`src/sfs_pkg.sv`:
```
// Shared types, codes and constants for the sprite frame sequencer.
`timescale 1ns / 1ps
package sfs_pkg;

  // fixed field and register widths
  localparam int MODE_W      = 2;
  localparam int DELTA_W     = 16;
  localparam int ANIM_W      = 3;
  localparam int PERIOD_W    = 16;
  localparam int COLS_W      = 7;
  localparam int CELL_W      = 11;
  localparam int OSEL_W      = 4;
  localparam int FRAME_OUT_W = 12;
  localparam int POS_W       = 16;
  localparam int ORG_W       = 12;
  localparam int ADDR_W      = 5;
  localparam int DATA_W      = 32;

  // command codes
  localparam logic [MODE_W-1:0] CMD_TICK  = 2'd0;
  localparam logic [MODE_W-1:0] CMD_PLAY  = 2'd1;
  localparam logic [MODE_W-1:0] CMD_MODE  = 2'd2;
  localparam logic [MODE_W-1:0] CMD_PAUSE = 2'd3;

  // animation modes
  localparam logic [ANIM_W-1:0] ANIM_LOOP_FWD = 3'd0;
  localparam logic [ANIM_W-1:0] ANIM_LOOP_BWD = 3'd1;
  localparam logic [ANIM_W-1:0] ANIM_ONCE_FWD = 3'd2;
  localparam logic [ANIM_W-1:0] ANIM_ONCE_BWD = 3'd3;

  // register indexes
  localparam logic [2:0] REG_ENABLE = 3'd0;
  localparam logic [2:0] REG_PERIOD = 3'd1;
  localparam logic [2:0] REG_COLS   = 3'd2;
  localparam logic [2:0] REG_ROWS   = 3'd3;
  localparam logic [2:0] REG_CELL_W = 3'd4;
  localparam logic [2:0] REG_CELL_H = 3'd5;
  localparam logic [2:0] REG_ORIGIN = 3'd6;

  // register reset values and the cell size limit
  localparam logic [PERIOD_W-1:0] RST_PERIOD = 16'd100;
  localparam logic [COLS_W-1:0]   RST_GRID   = 7'd1;
  localparam logic [CELL_W-1:0]   RST_CELL   = 11'd16;
  localparam logic [CELL_W-1:0]   CELL_MAX   = 11'd1024;

  // origin position along one axis
  localparam logic [1:0] ORG_NEAR = 2'd0;
  localparam logic [1:0] ORG_MID  = 2'd1;
  localparam logic [1:0] ORG_FAR  = 2'd2;

  typedef enum logic [2:0] {
    S_IDLE,
    S_CHECK,
    S_EDIV,
    S_RDIV,
    S_FINISH,
    S_XYGO,
    S_XYDIV,
    S_DONE
  } state_t;

  typedef enum logic [1:0] {
    DIV_ELAPSED,
    DIV_WRAP,
    DIV_CELL
  } div_sel_t;

  typedef struct packed {
    logic     load;
    logic     div_start;
    div_sel_t div_sel;
    logic     cap_e;
    logic     cap_r;
    logic     finish;
    logic     cap_xy;
    logic     out_load;
  } ctl_cmd_t;

  typedef struct packed {
    logic fire;
    logic adv;
    logic div_done;
  } ctl_sts_t;

  function automatic logic [1:0] org_col(input logic [OSEL_W-1:0] sel);
    logic [1:0] c;
    unique case (sel) inside
      4'd1, 4'd4, 4'd7: c = ORG_MID;
      4'd2, 4'd5, 4'd8: c = ORG_FAR;
      default:          c = ORG_NEAR;
    endcase
    return c;
  endfunction

  function automatic logic [1:0] org_row(input logic [OSEL_W-1:0] sel);
    logic [1:0] r;
    unique case (sel) inside
      4'd3, 4'd4, 4'd5: r = ORG_MID;
      4'd6, 4'd7, 4'd8: r = ORG_FAR;
      default:          r = ORG_NEAR;
    endcase
    return r;
  endfunction

  // 0, size or twice size, in half-pixels
  function automatic logic [ORG_W-1:0] org_half(input logic [1:0] pos,
                                                input logic [CELL_W-1:0] size);
    logic [ORG_W-1:0] v;
    unique case (pos)
      ORG_MID: v = {1'b0, size};
      ORG_FAR: v = {size, 1'b0};
      default: v = '0;
    endcase
    return v;
  endfunction

endpackage

```
`src/sfs_div.sv`:
```
// Restoring serial divider, one quotient bit per cycle.
`timescale 1ns / 1ps
module sfs_div #(
  parameter int NUM_W = 16,
  parameter int DEN_W = 16
) (
  input  logic             clk,
  input  logic             rst_n,
  input  logic             start,
  input  logic [NUM_W-1:0] num,
  input  logic [DEN_W-1:0] den,
  output logic             done,
  output logic [NUM_W-1:0] quo,
  output logic [DEN_W-1:0] rem
);

  localparam int CNT_W = $clog2(NUM_W + 1);

  logic             busy_r;
  logic             done_r;
  logic [CNT_W-1:0] cnt_r;
  logic [NUM_W-1:0] quo_r;
  logic [DEN_W-1:0] rem_r;
  logic [DEN_W-1:0] den_r;
  logic [DEN_W:0]   trial;
  logic [DEN_W:0]   diff;
  logic             take;

  always_comb begin
    trial = {rem_r, quo_r[NUM_W-1]};
    take  = trial >= {1'b0, den_r};
    diff  = trial - {1'b0, den_r};
  end

  always_ff @(posedge clk) begin
    if (!rst_n) begin
      busy_r <= 1'b0;
      done_r <= 1'b0;
      cnt_r  <= '0;
    end else begin
      done_r <= 1'b0;
      if (start) begin
        busy_r <= 1'b1;
        cnt_r  <= CNT_W'(NUM_W);
      end else if (busy_r) begin
        cnt_r <= cnt_r - CNT_W'(1);
        if (cnt_r == CNT_W'(1)) begin
          busy_r <= 1'b0;
          done_r <= 1'b1;
        end
      end
    end
  end

  // numerator shifts out of quo_r as quotient bits shift in
  always_ff @(posedge clk) begin
    if (start) begin
      quo_r <= num;
      rem_r <= '0;
      den_r <= den;
    end else if (busy_r) begin
      rem_r <= take ? diff[DEN_W-1:0] : trial[DEN_W-1:0];
      quo_r <= {quo_r[NUM_W-2:0], take};
    end
  end

  assign done = done_r;
  assign quo  = quo_r;
  assign rem  = rem_r;

endmodule

```
`src/sfs_dp.sv`:
```
// Datapath: animation state, command execution, frame advance and cell math.
`timescale 1ns / 1ps
module sfs_dp #(
  parameter int MAX_GRID  = 64,
  parameter int TIME_BITS = 16
) (
  input  logic                            clk,
  input  logic                            rst_n,
  input  sfs_pkg::ctl_cmd_t               cmd,
  output sfs_pkg::ctl_sts_t               sts,
  input  logic                            cfg_en,
  input  logic [sfs_pkg::PERIOD_W-1:0]    cfg_period,
  input  logic [sfs_pkg::COLS_W-1:0]      cfg_cols,
  input  logic [sfs_pkg::COLS_W-1:0]      cfg_rows,
  input  logic [sfs_pkg::CELL_W-1:0]      cfg_cw,
  input  logic [sfs_pkg::CELL_W-1:0]      cfg_ch,
  input  logic [sfs_pkg::OSEL_W-1:0]      cfg_osel,
  input  logic [sfs_pkg::MODE_W-1:0]      in_mode,
  input  logic [sfs_pkg::DELTA_W-1:0]     in_delta_ms,
  input  logic [sfs_pkg::ANIM_W-1:0]      in_anim_mode,
  input  logic                            in_pause_flag,
  output logic [sfs_pkg::FRAME_OUT_W-1:0] out_frame_index,
  output logic [sfs_pkg::POS_W-1:0]       out_cell_x,
  output logic [sfs_pkg::POS_W-1:0]       out_cell_y,
  output logic [sfs_pkg::ORG_W-1:0]       out_origin_x_half,
  output logic [sfs_pkg::ORG_W-1:0]       out_origin_y_half,
  output logic                            out_playing
);

  localparam int ColsMax = (1 << sfs_pkg::COLS_W) - 1;
  localparam int GridEff = (MAX_GRID < ColsMax) ? MAX_GRID : ColsMax;
  localparam int GC_W    = $clog2(GridEff + 1);
  localparam int CNT_W   = $clog2(GridEff * GridEff + 1);
  localparam int FRM_W   = (GridEff > 1) ? $clog2(GridEff * GridEff) : 1;
  localparam int NUM_W   = (TIME_BITS > FRM_W) ? TIME_BITS : FRM_W;
  localparam int DEN_W   = sfs_pkg::PERIOD_W;
  localparam int SUM_W   = NUM_W + 1;
  localparam int ACC_W   = ((TIME_BITS > sfs_pkg::DELTA_W) ? TIME_BITS : sfs_pkg::DELTA_W) + 1;
  localparam int CW      = sfs_pkg::CELL_W;
  localparam int CL_W    = sfs_pkg::COLS_W;
  localparam logic [TIME_BITS-1:0] ACC_MAX = '1;

  // animation state
  logic [FRM_W-1:0]            frame_r;
  logic [TIME_BITS-1:0]        accum_r;
  logic                        playing_r;
  logic                        paused_r;
  logic [sfs_pkg::ANIM_W-1:0]  mode_r;
  logic                        fire_r;

  // per-item working values
  logic [CNT_W-1:0]     n_r;
  logic [TIME_BITS-1:0] e_r;
  logic [CNT_W-1:0]     r_r;
  logic [GC_W-1:0]      col_r;
  logic [GC_W-1:0]      row_r;

  // clamped configuration
  logic [CL_W-1:0]         cols_c, rows_c;
  logic [GC_W-1:0]         cols_eff, rows_eff;
  logic [2*GC_W-1:0]       n_prod;
  logic [CNT_W-1:0]        n_cur, n_m1, frame_ext;
  logic [FRM_W-1:0]        frame_cl, frame_play;
  logic [CW-1:0]           cw_eff, ch_eff;
  logic [DEN_W-1:0]        period_eff;

  // tick
  logic [ACC_W-1:0]     acc_sum;
  logic [TIME_BITS-1:0] acc_sat;
  logic                 fire_now;

  // frame advance
  logic [SUM_W-1:0] f_s, e_s, r_s, n_s;
  logic [SUM_W-1:0] fwd_sum, wrap_f, wrap_f2, wrap_b;
  logic [CNT_W-1:0] nr_m1;
  logic [FRM_W-1:0] frame_fin;
  logic             playing_fin;
  logic             adv;

  // divider
  logic             div_done;
  logic [NUM_W-1:0] div_num, div_quo;
  logic [DEN_W-1:0] div_den, div_rem;

  // output products
  logic [GC_W+CW-1:0] prod_x, prod_y;
  logic [sfs_pkg::OSEL_W-1:0] osel_eff;

  always_comb begin
    cols_c = (cfg_cols == '0) ? CL_W'(1)
           : ((cfg_cols > CL_W'(GridEff)) ? CL_W'(GridEff) : cfg_cols);
    rows_c = (cfg_rows == '0) ? CL_W'(1)
           : ((cfg_rows > CL_W'(GridEff)) ? CL_W'(GridEff) : cfg_rows);
    cols_eff = cols_c[GC_W-1:0];
    rows_eff = rows_c[GC_W-1:0];
    n_prod   = {{GC_W{1'b0}}, cols_eff} * {{GC_W{1'b0}}, rows_eff};
    n_cur    = n_prod[CNT_W-1:0];
    n_m1     = n_cur - CNT_W'(1);
    frame_ext = CNT_W'(frame_r);
    frame_cl  = (frame_ext >= n_cur) ? n_m1[FRM_W-1:0] : frame_r;
    frame_play = (in_anim_mode == sfs_pkg::ANIM_LOOP_BWD ||
                  in_anim_mode == sfs_pkg::ANIM_ONCE_BWD) ? n_m1[FRM_W-1:0] : '0;

    cw_eff = (cfg_cw == '0) ? CW'(1)
           : ((cfg_cw > sfs_pkg::CELL_MAX) ? sfs_pkg::CELL_MAX : cfg_cw);
    ch_eff = (cfg_ch == '0) ? CW'(1)
           : ((cfg_ch > sfs_pkg::CELL_MAX) ? sfs_pkg::CELL_MAX : cfg_ch);
    period_eff = (cfg_period == '0) ? DEN_W'(1) : cfg_period;
    osel_eff   = (cfg_osel > 4'd8) ? '0 : cfg_osel;

    acc_sum  = ACC_W'(accum_r) + ACC_W'(in_delta_ms);
    acc_sat  = (acc_sum > ACC_W'(ACC_MAX)) ? ACC_MAX : acc_sum[TIME_BITS-1:0];
    fire_now = !paused_r && (ACC_W'(acc_sat) >= ACC_W'(cfg_period));
  end

  // frame advance by e frames, r = e mod n
  always_comb begin
    f_s     = SUM_W'(frame_r);
    e_s     = SUM_W'(e_r);
    r_s     = SUM_W'(r_r);
    n_s     = SUM_W'(n_r);
    nr_m1   = n_r - CNT_W'(1);
    fwd_sum = f_s + e_s;
    wrap_f  = f_s + r_s;
    wrap_f2 = (wrap_f >= n_s) ? (wrap_f - n_s) : wrap_f;
    wrap_b  = (f_s >= r_s) ? (f_s - r_s) : (f_s + n_s - r_s);
    adv     = playing_r && (mode_r <= sfs_pkg::ANIM_ONCE_BWD);
    frame_fin   = frame_r;
    playing_fin = playing_r;
    case (mode_r) inside
      sfs_pkg::ANIM_LOOP_FWD, sfs_pkg::ANIM_ONCE_FWD: begin
        if (fwd_sum >= n_s) begin
          if (mode_r == sfs_pkg::ANIM_LOOP_FWD) begin
            frame_fin = wrap_f2[FRM_W-1:0];
          end else begin
            frame_fin   = nr_m1[FRM_W-1:0];
            playing_fin = 1'b0;
          end
        end else begin
          frame_fin = fwd_sum[FRM_W-1:0];
        end
      end
      sfs_pkg::ANIM_LOOP_BWD, sfs_pkg::ANIM_ONCE_BWD: begin
        if (e_s > f_s) begin
          if (mode_r == sfs_pkg::ANIM_LOOP_BWD) begin
            frame_fin = wrap_b[FRM_W-1:0];
          end else begin
            frame_fin   = '0;
            playing_fin = 1'b0;
          end
        end else begin
          frame_fin = FRM_W'(f_s - e_s);
        end
      end
      default: begin
        frame_fin   = frame_r;
        playing_fin = playing_r;
      end
    endcase
  end

  always_ff @(posedge clk) begin
    if (!rst_n) begin
      frame_r   <= '0;
      accum_r   <= '0;
      playing_r <= 1'b0;
      paused_r  <= 1'b0;
      mode_r    <= sfs_pkg::ANIM_LOOP_FWD;
      fire_r    <= 1'b0;
    end else if (cmd.load) begin
      // a register change may leave the frame past the end of the grid
      frame_r <= frame_cl;
      fire_r  <= 1'b0;
      if (cfg_en) begin
        unique case (in_mode)
          sfs_pkg::CMD_TICK: begin
            accum_r <= acc_sat;
            fire_r  <= fire_now;
          end
          sfs_pkg::CMD_PLAY: begin
            mode_r    <= in_anim_mode;
            playing_r <= 1'b1;
            accum_r   <= '0;
            frame_r   <= frame_play;
          end
          sfs_pkg::CMD_MODE: mode_r <= in_anim_mode;
          sfs_pkg::CMD_PAUSE: paused_r <= in_pause_flag;
          default: ;
        endcase
      end
    end else if (cmd.finish) begin
      accum_r <= '0;
      if (adv) begin
        frame_r   <= frame_fin;
        playing_r <= playing_fin;
      end
    end
  end

  always_comb begin
    case (cmd.div_sel)
      sfs_pkg::DIV_ELAPSED: begin
        div_num = NUM_W'(accum_r);
        div_den = period_eff;
      end
      sfs_pkg::DIV_WRAP: begin
        div_num = div_quo;
        div_den = DEN_W'(n_r);
      end
      default: begin
        div_num = NUM_W'(frame_r);
        div_den = DEN_W'(cols_eff);
      end
    endcase
  end

  sfs_div #(
    .NUM_W(NUM_W),
    .DEN_W(DEN_W)
  ) u_div (
    .clk  (clk),
    .rst_n(rst_n),
    .start(cmd.div_start),
    .num  (div_num),
    .den  (div_den),
    .done (div_done),
    .quo  (div_quo),
    .rem  (div_rem)
  );

  always_ff @(posedge clk) begin
    if (cmd.load) begin
      n_r <= n_cur;
    end
    if (cmd.cap_e) begin
      e_r <= div_quo[TIME_BITS-1:0];
    end
    if (cmd.cap_r) begin
      r_r <= div_rem[CNT_W-1:0];
    end
    if (cmd.cap_xy) begin
      row_r <= div_quo[GC_W-1:0];
      col_r <= div_rem[GC_W-1:0];
    end
  end

  always_comb begin
    prod_x = {{CW{1'b0}}, col_r} * {{GC_W{1'b0}}, cw_eff};
    prod_y = {{CW{1'b0}}, row_r} * {{GC_W{1'b0}}, ch_eff};
  end

  always_ff @(posedge clk) begin
    if (cmd.out_load) begin
      out_frame_index   <= sfs_pkg::FRAME_OUT_W'(frame_r);
      out_cell_x        <= sfs_pkg::POS_W'(prod_x);
      out_cell_y        <= sfs_pkg::POS_W'(prod_y);
      out_origin_x_half <= sfs_pkg::org_half(sfs_pkg::org_col(osel_eff), cw_eff);
      out_origin_y_half <= sfs_pkg::org_half(sfs_pkg::org_row(osel_eff), ch_eff);
      out_playing       <= playing_r;
    end
  end

  assign sts.fire     = fire_r;
  assign sts.adv      = adv;
  assign sts.div_done = div_done;

endmodule

```
`src/sfs_ctrl.sv`:
```
// Controller: sequences accept, frame advance, cell divide and result beat.
`timescale 1ns / 1ps
module sfs_ctrl (
  input  logic              clk,
  input  logic              rst_n,
  input  logic              in_valid,
  output logic              in_stall,
  output logic              out_valid,
  input  logic              out_stall,
  input  sfs_pkg::ctl_sts_t sts,
  output sfs_pkg::ctl_cmd_t cmd
);

  sfs_pkg::state_t state_r, state_nxt;
  logic            out_valid_r;

  always_ff @(posedge clk) begin
    if (!rst_n) begin
      state_r <= sfs_pkg::S_IDLE;
    end else begin
      state_r <= state_nxt;
    end
  end

  always_comb begin
    state_nxt   = state_r;
    cmd         = '0;
    cmd.div_sel = sfs_pkg::DIV_CELL;
    unique case (state_r)
      sfs_pkg::S_IDLE: begin
        if (in_valid) begin
          cmd.load  = 1'b1;
          state_nxt = sfs_pkg::S_CHECK;
        end
      end
      sfs_pkg::S_CHECK: begin
        if (sts.fire && sts.adv) begin
          cmd.div_start = 1'b1;
          cmd.div_sel   = sfs_pkg::DIV_ELAPSED;
          state_nxt     = sfs_pkg::S_EDIV;
        end else if (sts.fire) begin
          state_nxt = sfs_pkg::S_FINISH;
        end else begin
          state_nxt = sfs_pkg::S_XYGO;
        end
      end
      sfs_pkg::S_EDIV: begin
        // quotient feeds the wrap divide straight away
        if (sts.div_done) begin
          cmd.cap_e     = 1'b1;
          cmd.div_start = 1'b1;
          cmd.div_sel   = sfs_pkg::DIV_WRAP;
          state_nxt     = sfs_pkg::S_RDIV;
        end
      end
      sfs_pkg::S_RDIV: begin
        if (sts.div_done) begin
          cmd.cap_r = 1'b1;
          state_nxt = sfs_pkg::S_FINISH;
        end
      end
      sfs_pkg::S_FINISH: begin
        cmd.finish = 1'b1;
        state_nxt  = sfs_pkg::S_XYGO;
      end
      sfs_pkg::S_XYGO: begin
        cmd.div_start = 1'b1;
        cmd.div_sel   = sfs_pkg::DIV_CELL;
        state_nxt     = sfs_pkg::S_XYDIV;
      end
      sfs_pkg::S_XYDIV: begin
        if (sts.div_done) begin
          cmd.cap_xy = 1'b1;
          state_nxt  = sfs_pkg::S_DONE;
        end
      end
      sfs_pkg::S_DONE: begin
        if (!out_valid_r || !out_stall) begin
          cmd.out_load = 1'b1;
          state_nxt    = sfs_pkg::S_IDLE;
        end
      end
      default: state_nxt = sfs_pkg::S_IDLE;
    endcase
  end

  always_ff @(posedge clk) begin
    if (!rst_n) begin
      out_valid_r <= 1'b0;
    end else if (cmd.out_load) begin
      out_valid_r <= 1'b1;
    end else if (!out_stall) begin
      out_valid_r <= 1'b0;
    end
  end

  assign in_stall  = (state_r != sfs_pkg::S_IDLE);
  assign out_valid = out_valid_r;

endmodule

```
`src/sprite_frame_sequencer.sv`:
```
// Top level: register port, controller and datapath of the sprite frame sequencer.
//
//   channel | ports                                  | direction
//   --------+----------------------------------------+----------
//   in      | in_valid/in_stall, mode/delta/anim/pause | command beat in
//   out     | out_valid/out_stall, frame/cell/origin   | frame beat out
//   cfg     | cfg_psel/penable/pwrite/paddr/pwdata    | register write/read
//
// One command at a time. Every command ends with the cell-position divide; a tick that
// reaches the period also passes the finish state, and an advancing tick first runs the
// elapsed and wrap divides. All three divides share the one-bit-per-cycle divider. The
// next accept can follow in the cycle after the result beat is loaded. A waiting result
// beat stalls the next command in its last state.
// Reset (synchronous, rst_n low) restores register defaults and clears the player state.
`timescale 1ns / 1ps
module sprite_frame_sequencer #(
  parameter int MAX_GRID  = 64,
  parameter int TIME_BITS = 16
) (
  input  logic                            clk,
  input  logic                            rst_n,
  input  logic                            in_valid,
  output logic                            in_stall,
  input  logic [sfs_pkg::MODE_W-1:0]      in_mode,
  input  logic [sfs_pkg::DELTA_W-1:0]     in_delta_ms,
  input  logic [sfs_pkg::ANIM_W-1:0]      in_anim_mode,
  input  logic                            in_pause_flag,
  output logic                            out_valid,
  input  logic                            out_stall,
  output logic [sfs_pkg::FRAME_OUT_W-1:0] out_frame_index,
  output logic [sfs_pkg::POS_W-1:0]       out_cell_x,
  output logic [sfs_pkg::POS_W-1:0]       out_cell_y,
  output logic [sfs_pkg::ORG_W-1:0]       out_origin_x_half,
  output logic [sfs_pkg::ORG_W-1:0]       out_origin_y_half,
  output logic                            out_playing,
  input  logic                            cfg_psel,
  input  logic                            cfg_penable,
  input  logic                            cfg_pwrite,
  input  logic [sfs_pkg::ADDR_W-1:0]      cfg_paddr,
  input  logic [sfs_pkg::DATA_W-1:0]      cfg_pwdata,
  output logic [sfs_pkg::DATA_W-1:0]      cfg_prdata,
  output logic                            cfg_pready
);

  logic                         en_r;
  logic [sfs_pkg::PERIOD_W-1:0] period_r;
  logic [sfs_pkg::COLS_W-1:0]   cols_r;
  logic [sfs_pkg::COLS_W-1:0]   rows_r;
  logic [sfs_pkg::CELL_W-1:0]   cw_r;
  logic [sfs_pkg::CELL_W-1:0]   ch_r;
  logic [sfs_pkg::OSEL_W-1:0]   osel_r;

  logic       wr_en;
  logic [2:0] reg_idx;

  sfs_pkg::ctl_cmd_t cmd;
  sfs_pkg::ctl_sts_t sts;

  assign cfg_pready = 1'b1;
  assign wr_en      = cfg_psel && cfg_penable && cfg_pwrite && cfg_pready;
  assign reg_idx    = cfg_paddr[sfs_pkg::ADDR_W-1:2];

  always_ff @(posedge clk) begin
    if (!rst_n) begin
      en_r     <= 1'b1;
      period_r <= sfs_pkg::RST_PERIOD;
      cols_r   <= sfs_pkg::RST_GRID;
      rows_r   <= sfs_pkg::RST_GRID;
      cw_r     <= sfs_pkg::RST_CELL;
      ch_r     <= sfs_pkg::RST_CELL;
      osel_r   <= '0;
    end else if (wr_en) begin
      unique case (reg_idx)
        sfs_pkg::REG_ENABLE: en_r     <= cfg_pwdata[0];
        sfs_pkg::REG_PERIOD: period_r <= cfg_pwdata[sfs_pkg::PERIOD_W-1:0];
        sfs_pkg::REG_COLS:   cols_r   <= cfg_pwdata[sfs_pkg::COLS_W-1:0];
        sfs_pkg::REG_ROWS:   rows_r   <= cfg_pwdata[sfs_pkg::COLS_W-1:0];
        sfs_pkg::REG_CELL_W: cw_r     <= cfg_pwdata[sfs_pkg::CELL_W-1:0];
        sfs_pkg::REG_CELL_H: ch_r     <= cfg_pwdata[sfs_pkg::CELL_W-1:0];
        sfs_pkg::REG_ORIGIN: osel_r   <= cfg_pwdata[sfs_pkg::OSEL_W-1:0];
        default: ;
      endcase
    end
  end

  always_comb begin
    unique case (reg_idx)
      sfs_pkg::REG_ENABLE: cfg_prdata = sfs_pkg::DATA_W'(en_r);
      sfs_pkg::REG_PERIOD: cfg_prdata = sfs_pkg::DATA_W'(period_r);
      sfs_pkg::REG_COLS:   cfg_prdata = sfs_pkg::DATA_W'(cols_r);
      sfs_pkg::REG_ROWS:   cfg_prdata = sfs_pkg::DATA_W'(rows_r);
      sfs_pkg::REG_CELL_W: cfg_prdata = sfs_pkg::DATA_W'(cw_r);
      sfs_pkg::REG_CELL_H: cfg_prdata = sfs_pkg::DATA_W'(ch_r);
      sfs_pkg::REG_ORIGIN: cfg_prdata = sfs_pkg::DATA_W'(osel_r);
      default:             cfg_prdata = '0;
    endcase
  end

  sfs_ctrl u_ctrl (
    .clk      (clk),
    .rst_n    (rst_n),
    .in_valid (in_valid),
    .in_stall (in_stall),
    .out_valid(out_valid),
    .out_stall(out_stall),
    .sts      (sts),
    .cmd      (cmd)
  );

  sfs_dp #(
    .MAX_GRID (MAX_GRID),
    .TIME_BITS(TIME_BITS)
  ) u_dp (
    .clk              (clk),
    .rst_n            (rst_n),
    .cmd              (cmd),
    .sts              (sts),
    .cfg_en           (en_r),
    .cfg_period       (period_r),
    .cfg_cols         (cols_r),
    .cfg_rows         (rows_r),
    .cfg_cw           (cw_r),
    .cfg_ch           (ch_r),
    .cfg_osel         (osel_r),
    .in_mode          (in_mode),
    .in_delta_ms      (in_delta_ms),
    .in_anim_mode     (in_anim_mode),
    .in_pause_flag    (in_pause_flag),
    .out_frame_index  (out_frame_index),
    .out_cell_x       (out_cell_x),
    .out_cell_y       (out_cell_y),
    .out_origin_x_half(out_origin_x_half),
    .out_origin_y_half(out_origin_y_half),
    .out_playing      (out_playing)
  );

endmodule
```
`config.mk`:
```
export PLATFORM = sky130hd
export DESIGN_NAME = sprite_frame_sequencer
export DESIGN_NICKNAME = d
export VERILOG_FILES = /design/src/sfs_pkg.sv /design/src/sfs_div.sv /design/src/sfs_dp.sv /design/src/sfs_ctrl.sv /design/src/sprite_frame_sequencer.sv
export SDC_FILE = /design/constraint.sdc
export NUM_CORES = 1
export LEC_CHECK = 0
export BUFFER_PORTS_ARGS = -buffer_cell sky130_fd_sc_hd__buf_4
export CORE_MARGIN = 2
export CORE_UTILIZATION = 62
export CTS_BUF_LIST = sky130_fd_sc_hd__clkbuf_8
export DETAILED_ROUTE_END_ITERATION = 6
export PLACE_DENSITY = 0.93
export SETUP_SLACK_MARGIN = 0.05
export SKIP_CTS_REPAIR_TIMING = 1
export SLEW_MARGIN = 20
export SYNTH_ARGS = -nofsm -noshare
export SYNTH_HDL_FRONTEND = slang
export SYNTH_SLANG_ARGS = --single-unit
```
`constraint.sdc`:
```
create_clock -name clk -period 7.8 [get_ports clk]
set_clock_uncertainty 0.2 [all_clocks]
set_input_delay 0.39 -clock clk [delete_from_list [all_inputs] [get_ports clk]]
set_output_delay 0.39 -clock clk [all_outputs]
set_load 0.05 [all_outputs]
```
Yosys cells after proc, flatten, opt, wreduce, memory -nomap -nowiden

Cells that the tools add are included.
Widths: inputs -> output; s select.

$add $sub $neg: 12
$mul: 3
Div/mod/pow operators: 0
Order comparisons: 14
Equality and inequality tests: 48
Shifts and indexed selects: 0
Multiplexer cells: 83
Bitwise gates (word level): 2
Reductions and logical operators: 49

Operators with widths:

| operator              | count |
|---|---|
| $mux 12               | 15 |
| $mux 16               | 8 |
| $pmux 16 s7           | 1 |
| $pmux 16 s2           | 3 |
| $pmux 12 s2           | 2 |
| $sub 12x12->12        | 4 |
| $mux 11               | 4 |
| $mul 7x11->16         | 2 |
| $mux 1                | 29 |
| $mux 7                | 4 |
| $ge 12x13->1          | 2 |
| $pmux 3 s8            | 1 |
| $sub 12x1->12 const B | 2 |
| $gt 11x11->1 const B  | 2 |
| $logic_not 11->1      | 2 |
| $eq 3x2->1 const B    | 7 |
| $eq 3x3->1 const B    | 7 |
| $mux 3                | 7 |
| $add 12x16->17        | 1 |
| $add 16x16->17        | 1 |
| $ge 17x13->1          | 1 |
| $ge 17x16->1          | 1 |
| $gt 17x16->1 const B  | 1 |
| $eq 4x3->1 const B    | 4 |
| 44 further kinds      | 100 |

Bits in registers: 275
Bits in latches: 0
RAM bits: 0
Memory bits (read-only): 0
Input bits: 66
Word-level logic and storage cells: 244
Memories: 0

Depth between registers and ports, before layout

Word-level depth: 10
Mapped depth: 30

Modules after synthesis

From an unflattened synthesis, not the netlist that was laid out.

Cells, all modules: 2,779
Area total of the unflattened synthesis: 25,415.6 sq um

By module, submodules not included:

| module                 | times used | cells each | area an instance (sq um) |
|---|---|---|---|
| sfs_dp                 | 1          | 2,137      | 19,070.8 |
| sfs_div                | 1          | 302        | 3,179.3 |
| sprite_frame_sequencer | 1          | 297        | 2,845.2 |
| sfs_ctrl               | 1          | 43         | 320.3 |

Worst setup path after synthesis

OpenSTA, ideal clock, no wires.

Kind: register -> register
From: reg rows_r[6] (netlist name)
To: reg u_dp.frame_r[11]
Setup time: 0.074 ns
Arrival time: 6.061 ns
Required time: 7.526 ns
Path slack: 1.465 ns
Stages on the path, launching flop included: 29
Path buffers: 3
Cells stage by stage: dfxtp_1 > clkbuf_1 > inv_1 > clkbuf_1 > or2_2 > fa_1 > fa_1 > inv_1 > fa_1 > inv_1 > fa_1 > inv_1 > ha_1 > o21ai_1 > o21ai_1 > nand2_1 > xnor2_1 > inv_1 > ha_1 > a211o_1 > nor3_1 > o21ai_0 > a41oi_1 > o31a_1 > and2_1 > buf_2 > a221oi_1 > o211a_1 > a31oi_1

Longest elaborated chain between the ends: 9
Elaborated cells on any way between the ends: 12
Those cells by class: add/sub: 1; mul: 1; order compare: 2; mux: 7; reduce/logical: 1

RTL lines:

| what                                          | RTL line                     | text |
|---|---|---|
| from (decl)                                   | sprite_frame_sequencer.sv:48 | `logic [sfs_pkg::COLS_W-1:0] rows_r;` |
| from (signal assigned)                        | sprite_frame_sequencer.sv:68 | `rows_r <= sfs_pkg::RST_GRID;` |
| from (signal assigned)                        | sprite_frame_sequencer.sv:77 | `sfs_pkg::REG_ROWS: rows_r <= cfg_pwdata[sfs_pkg::COLS_W-1:0];` |
| $gt 7x7->1                                    | sfs_dp.sv:93                 | `: ((cfg_rows > CL_W'(GridEff)) ? CL_W'(GridEff) : cfg_rows);` |
| $mux 7                                        | sfs_dp.sv:93                 |  |
| $mux 7 *                                      | sfs_dp.sv:92                 | `rows_c = (cfg_rows == '0) ? CL_W'(1)` |
| $mul 7x7->13 *                                | sfs_dp.sv:96                 | `n_prod = {{GC_W{1'b0}}, cols_eff} * {{GC_W{1'b0}}, rows_eff};` |
| via u_dp.n_prod[10]                           | sfs_dp.sv:61                 | `logic [2*GC_W-1:0] n_prod;` |
| $sub 12x1->12 or $ge 12x13->1 (tied branches) | sfs_dp.sv:98, sfs_dp.sv:100  |  |
| $mux 12, on equally long branches             | sfs_dp.sv:100, sfs_dp.sv:102 |  |
| $mux 12                                       | sfs_dp.sv:175                | `unique case (in_mode)` |
| $mux 12 *                                     | sfs_dp.sv:174                | `if (cfg_en) begin` |
| $mux 12 *                                     | sfs_dp.sv:170                | `end else if (cmd.load) begin` |
| to (signal assigned)                          | sfs_dp.sv:172                | `frame_r <= frame_cl;` |
| to (signal assigned)                          | sfs_dp.sv:184                | `frame_r <= frame_play;` |
| to (signal assigned)                          | sfs_dp.sv:194                | `frame_r <= frame_fin;` |
| to (decl)                                     | sfs_dp.sv:44                 | `logic [FRM_W-1:0] frame_r;` |

The timed path passes the listed nets; every way through them passes the cells marked *.
A chain may end at the register's enable or synchronous reset.

Final worst setup path

Ends and elaborated chain as after synthesis.

==> summary.md <==
| Metric | Value |
|---|---|
| Final Util | `69.46%` |
| Via density | `6.346` |
| Die H | `202.7 um` |
| Setup TNS | `0 ns` |
| Worst-margin pin slew | `1.166 ns` |
| Worst slack at placement | `0.6848 ns` |
| Netlist Area Pre-Place | `24490 um2` |
| First-pass GRT wire length | `114100 um` |
| I/O pins | `170` |
| FFs w/ async S/R, synth | `0%` |
| Vias in the first global route | `20860` |
| Initial DRT Pass Iterations | `6` |
| Die area | `41110 um2` |
| Synth cell count leaders | `inv_1, nand2_1, ha_1, nor2_1, edfxtp_1` |
| Nets@finish | `3273` |
| Yosys top cell area share | `19.25%` |
| Total power | `6.830 mW` |
| Worst Setup Start Kind | `register` |
| Sequential share of the synthesized area | `28.90%` |
| Cell taking the most area after synthesis | `edfxtp_1` |
| Number of DRC markers in iteration 0 | `2157` |
| Synthesis-stage register bit count | `275` |
| Crit path DAT | `7.61 ns` |
| Starting Density | `63.07%` |
| Cells after synthesis | `2713` |
| Largest net degree at the start of global routing | `85` |
| Initial antenna violation count | `1` |
| Reg clk slew, reported paths | `0.06 ns` |
| Period utilization | `93.12%` |
| Max Cap Viol | `0` |
| Clk sinks | `275` |
| Fill cells | `2798` |
| Final worst slack | `0.5367 ns` |
| Worst Setup Path Type | `reg2reg` |
| Die X | `202.7 um` |
| Count leader, synth | `inv_1` |
| CTS Buffer Depth | `3` |
| Core area | `38830 um2` |
| Status | `completed` |
| Core Rows | `72` |
| Worst rel slew slack | `21.88%` |
| Hold WS | `0.04538 ns` |
| Area delta synth->final | `10.12%` |
| Total grt overflow | `0` |
| Leak | `11.98 nW` |
| Worst skew pair latency | `0.62 ns` |
| Port bufs | `134` |
| R2r setup slk | `0.54 ns` |
| Synth area leaders | `edfxtp_1, ha_1, fa_1` |
| Critical Path Fanout Max | `12` |
| Fin. Hold Viols | `0` |
| Crit. End Element | `register` |
| Fmax | `0.1377 GHz` |
| Post-DRT Antenna Nets | `0` |
| Num CTS Buffers | `47` |
| Gpl congestion | `1.062` |
| Wire per inst | `22.04 um` |
| GRT Util Overall | `35.61%` |
| RSZ-0062 raised after global routing | `false` |
| Root Buffer | `clkbuf_8` |
| Remaining DRCs | `0` |
| Syn Area/Cell | `9.027 um2` |
| Layout cells sized above 1 | `9.012%` |
| HP Class | `in2reg` |
| Hpwl dp | `56240 um` |
| DRT Wirelength | `74560 um` |
| H-tree lvl count | `2` |
| # setup viols final | `0` |
| Slew Viols, Final | `0` |
| Power density cells | `253.3 nW/um2` |
| Final min period | `7.263 ns` |
| CTS tree | `yes` |
| Netlist cell types | `87` |
| Synth warn | `0` |
| Worst EP required | `8.15 ns` |
| Peak VDD IR | `0.0001342 V` |
| Number of flops mapped to enable cells by yosys | `157` |
| Top FF cell, synth | `edfxtp_1` |
| DR vias | `21470` |
[critical path, cell delays in order (launching register included)]
cell	delay, ns
dfxtp_1	0.40
inv_1	0.32
nand2_1	0.25
or2_2	0.35
fa_1	0.50
fa_1	0.49
inv_1	0.05
fa_1	0.47
inv_1	0.05
fa_1	0.48
inv_1	0.04
ha_1	0.38
o21ai_1	0.14
o21ai_1	0.23
nand2_1	0.10
xnor2_1	0.26
inv_1	0.12
ha_1	0.33
a211o_1	0.32
nor3_1	0.15
o21ai_0	0.11
a41oi_1	0.26
o31a_1	0.35
and2_1	0.38
a221oi_1	0.15
o211a_1	0.18
a31oi_1	0.15
[sequential cells by signal, indices dropped and copies added, names as in the netlist, 11 cells and up]
register / flops
cw_r: 11
period_r: 16
u_dp.out_cell_x: 16
u_dp.r_r: 13
u_dp.out_frame_index: 12
u_dp.out_origin_y_half: 12
u_dp.accum_r: 16
u_dp.out_origin_x_half: 12
u_dp.u_div.den_r: 16
ch_r: 11
u_dp.out_cell_y: 16
u_dp.u_div.rem: 16
u_dp.u_div.quo: 16
u_dp.e_r: 16
u_dp.frame_r: 12
u_dp.n_r: 13
[final cells by class]
type	count	area (um2)	share of cell area [%]
clock inverters	34	188.9	0.7006
clock buffers	53	729.5	2.705
inverters	288	1081	4.009
flip-flops and latches	275	7077	26.24
repair buffers	174	1361	5.048
diodes	2	5.005	0.01856
multi-input cells	2039	15880	58.88
well taps	518	648.1	2.403
[logic make-up (layout without fill, tap and decap cells)]
| logic type | Yosys count | count (layout) | share of synthesized area, % |
|---|---|---|---|
| buf+inv | 414 | 549 | 6.683 |
| fa+ha+maj | 382 | 382 | 23.41 |
| other cells | 2 | 19 | 0.03067 |
| xor+xnor | 141 | 141 | 5.043 |
| compound gates | 573 | 573 | 15.76 |
| mux | 78 | 78 | 3.249 |
| simple gates | 848 | 848 | 16.93 |
| flops | 275 | 275 | 28.90 |
[per-stage QoR]
stage                     instances  cell area [um2]
after global placement         3272            25810
final                          3383            26970
after global routing           3381            26960
after floorplan                2728            24550
after CTS                      3359            26730
after detailed placement       3272            25810
[cells in the final DEF (no fill, tap or decap), types with 13 or more instances in the layout]
| master | n |
|---|---|
| nor2b_1 | 93 |
| a31oi_1 | 32 |
| a211oi_1 | 18 |
| nand3_1 | 42 |
| clkbuf_8 | 53 |
| o211ai_1 | 28 |
| fa_1 | 127 |
| mux2i_1 | 69 |
| ha_1 | 255 |
| a21oi_1 | 113 |
| a21boi_0 | 27 |
| or3_1 | 13 |
| xor2_1 | 35 |
| edfxtp_1 | 157 |
| dfxtp_1 | 118 |
| a22o_1 | 29 |
| nor2_1 | 170 |
| o21a_1 | 27 |
| conb_1 | 17 |
| nand2_1 | 266 |
| xnor2_1 | 106 |
| o21bai_1 | 18 |
| nor3_1 | 72 |
| buf_4 | 152 |
| nor4_1 | 20 |
| a21o_1 | 38 |
| nand2b_1 | 34 |
| o21ai_0 | 114 |
| inv_1 | 306 |
| dlygate4sd3_1 | 22 |
| a22oi_1 | 34 |
| and2_1 | 65 |
[metal layers]
| layer | part of all wire [%] | track usage, % | vias up |
|---|---|---|---|
| met4 | 5.0 | 16.06 | 0 |
| li1 | - | - | 9617 |
| met3 | 11 | 8.459 | 304 |
| met5 | 0 | 0 | - |
| met1 | 38 | 46.43 | 10160 |
| met2 | 46 | 56.49 | 1387 |
[power breakdown]
group	total, mW	switching [mW]	internal [mW]	leakage [nW]
Sequential	2.04	0.300	1.75	2.42
Combinational	3.48	2.14	1.34	9.01
Clock	1.30	0.617	0.687	0.555
Total	6.83	3.06	3.77	12.0
[worst paths after layout]
| kind | start | endpoint | depth (start not counted) |
|---|---|---|---|
| setup / recovery | rows_r[6] | u_dp.frame_r[11] | 26 |
| hold / removal | in_delta_ms[0] | u_dp.accum_r[0] | 4 |
| setup reg to reg | rows_r[6] | u_dp.frame_r[11] | 26 |
| hold reg to reg | u_dp.u_div.quo[13] | u_dp.e_r[13] | 0 |
(Power assumes the default switching activity.)
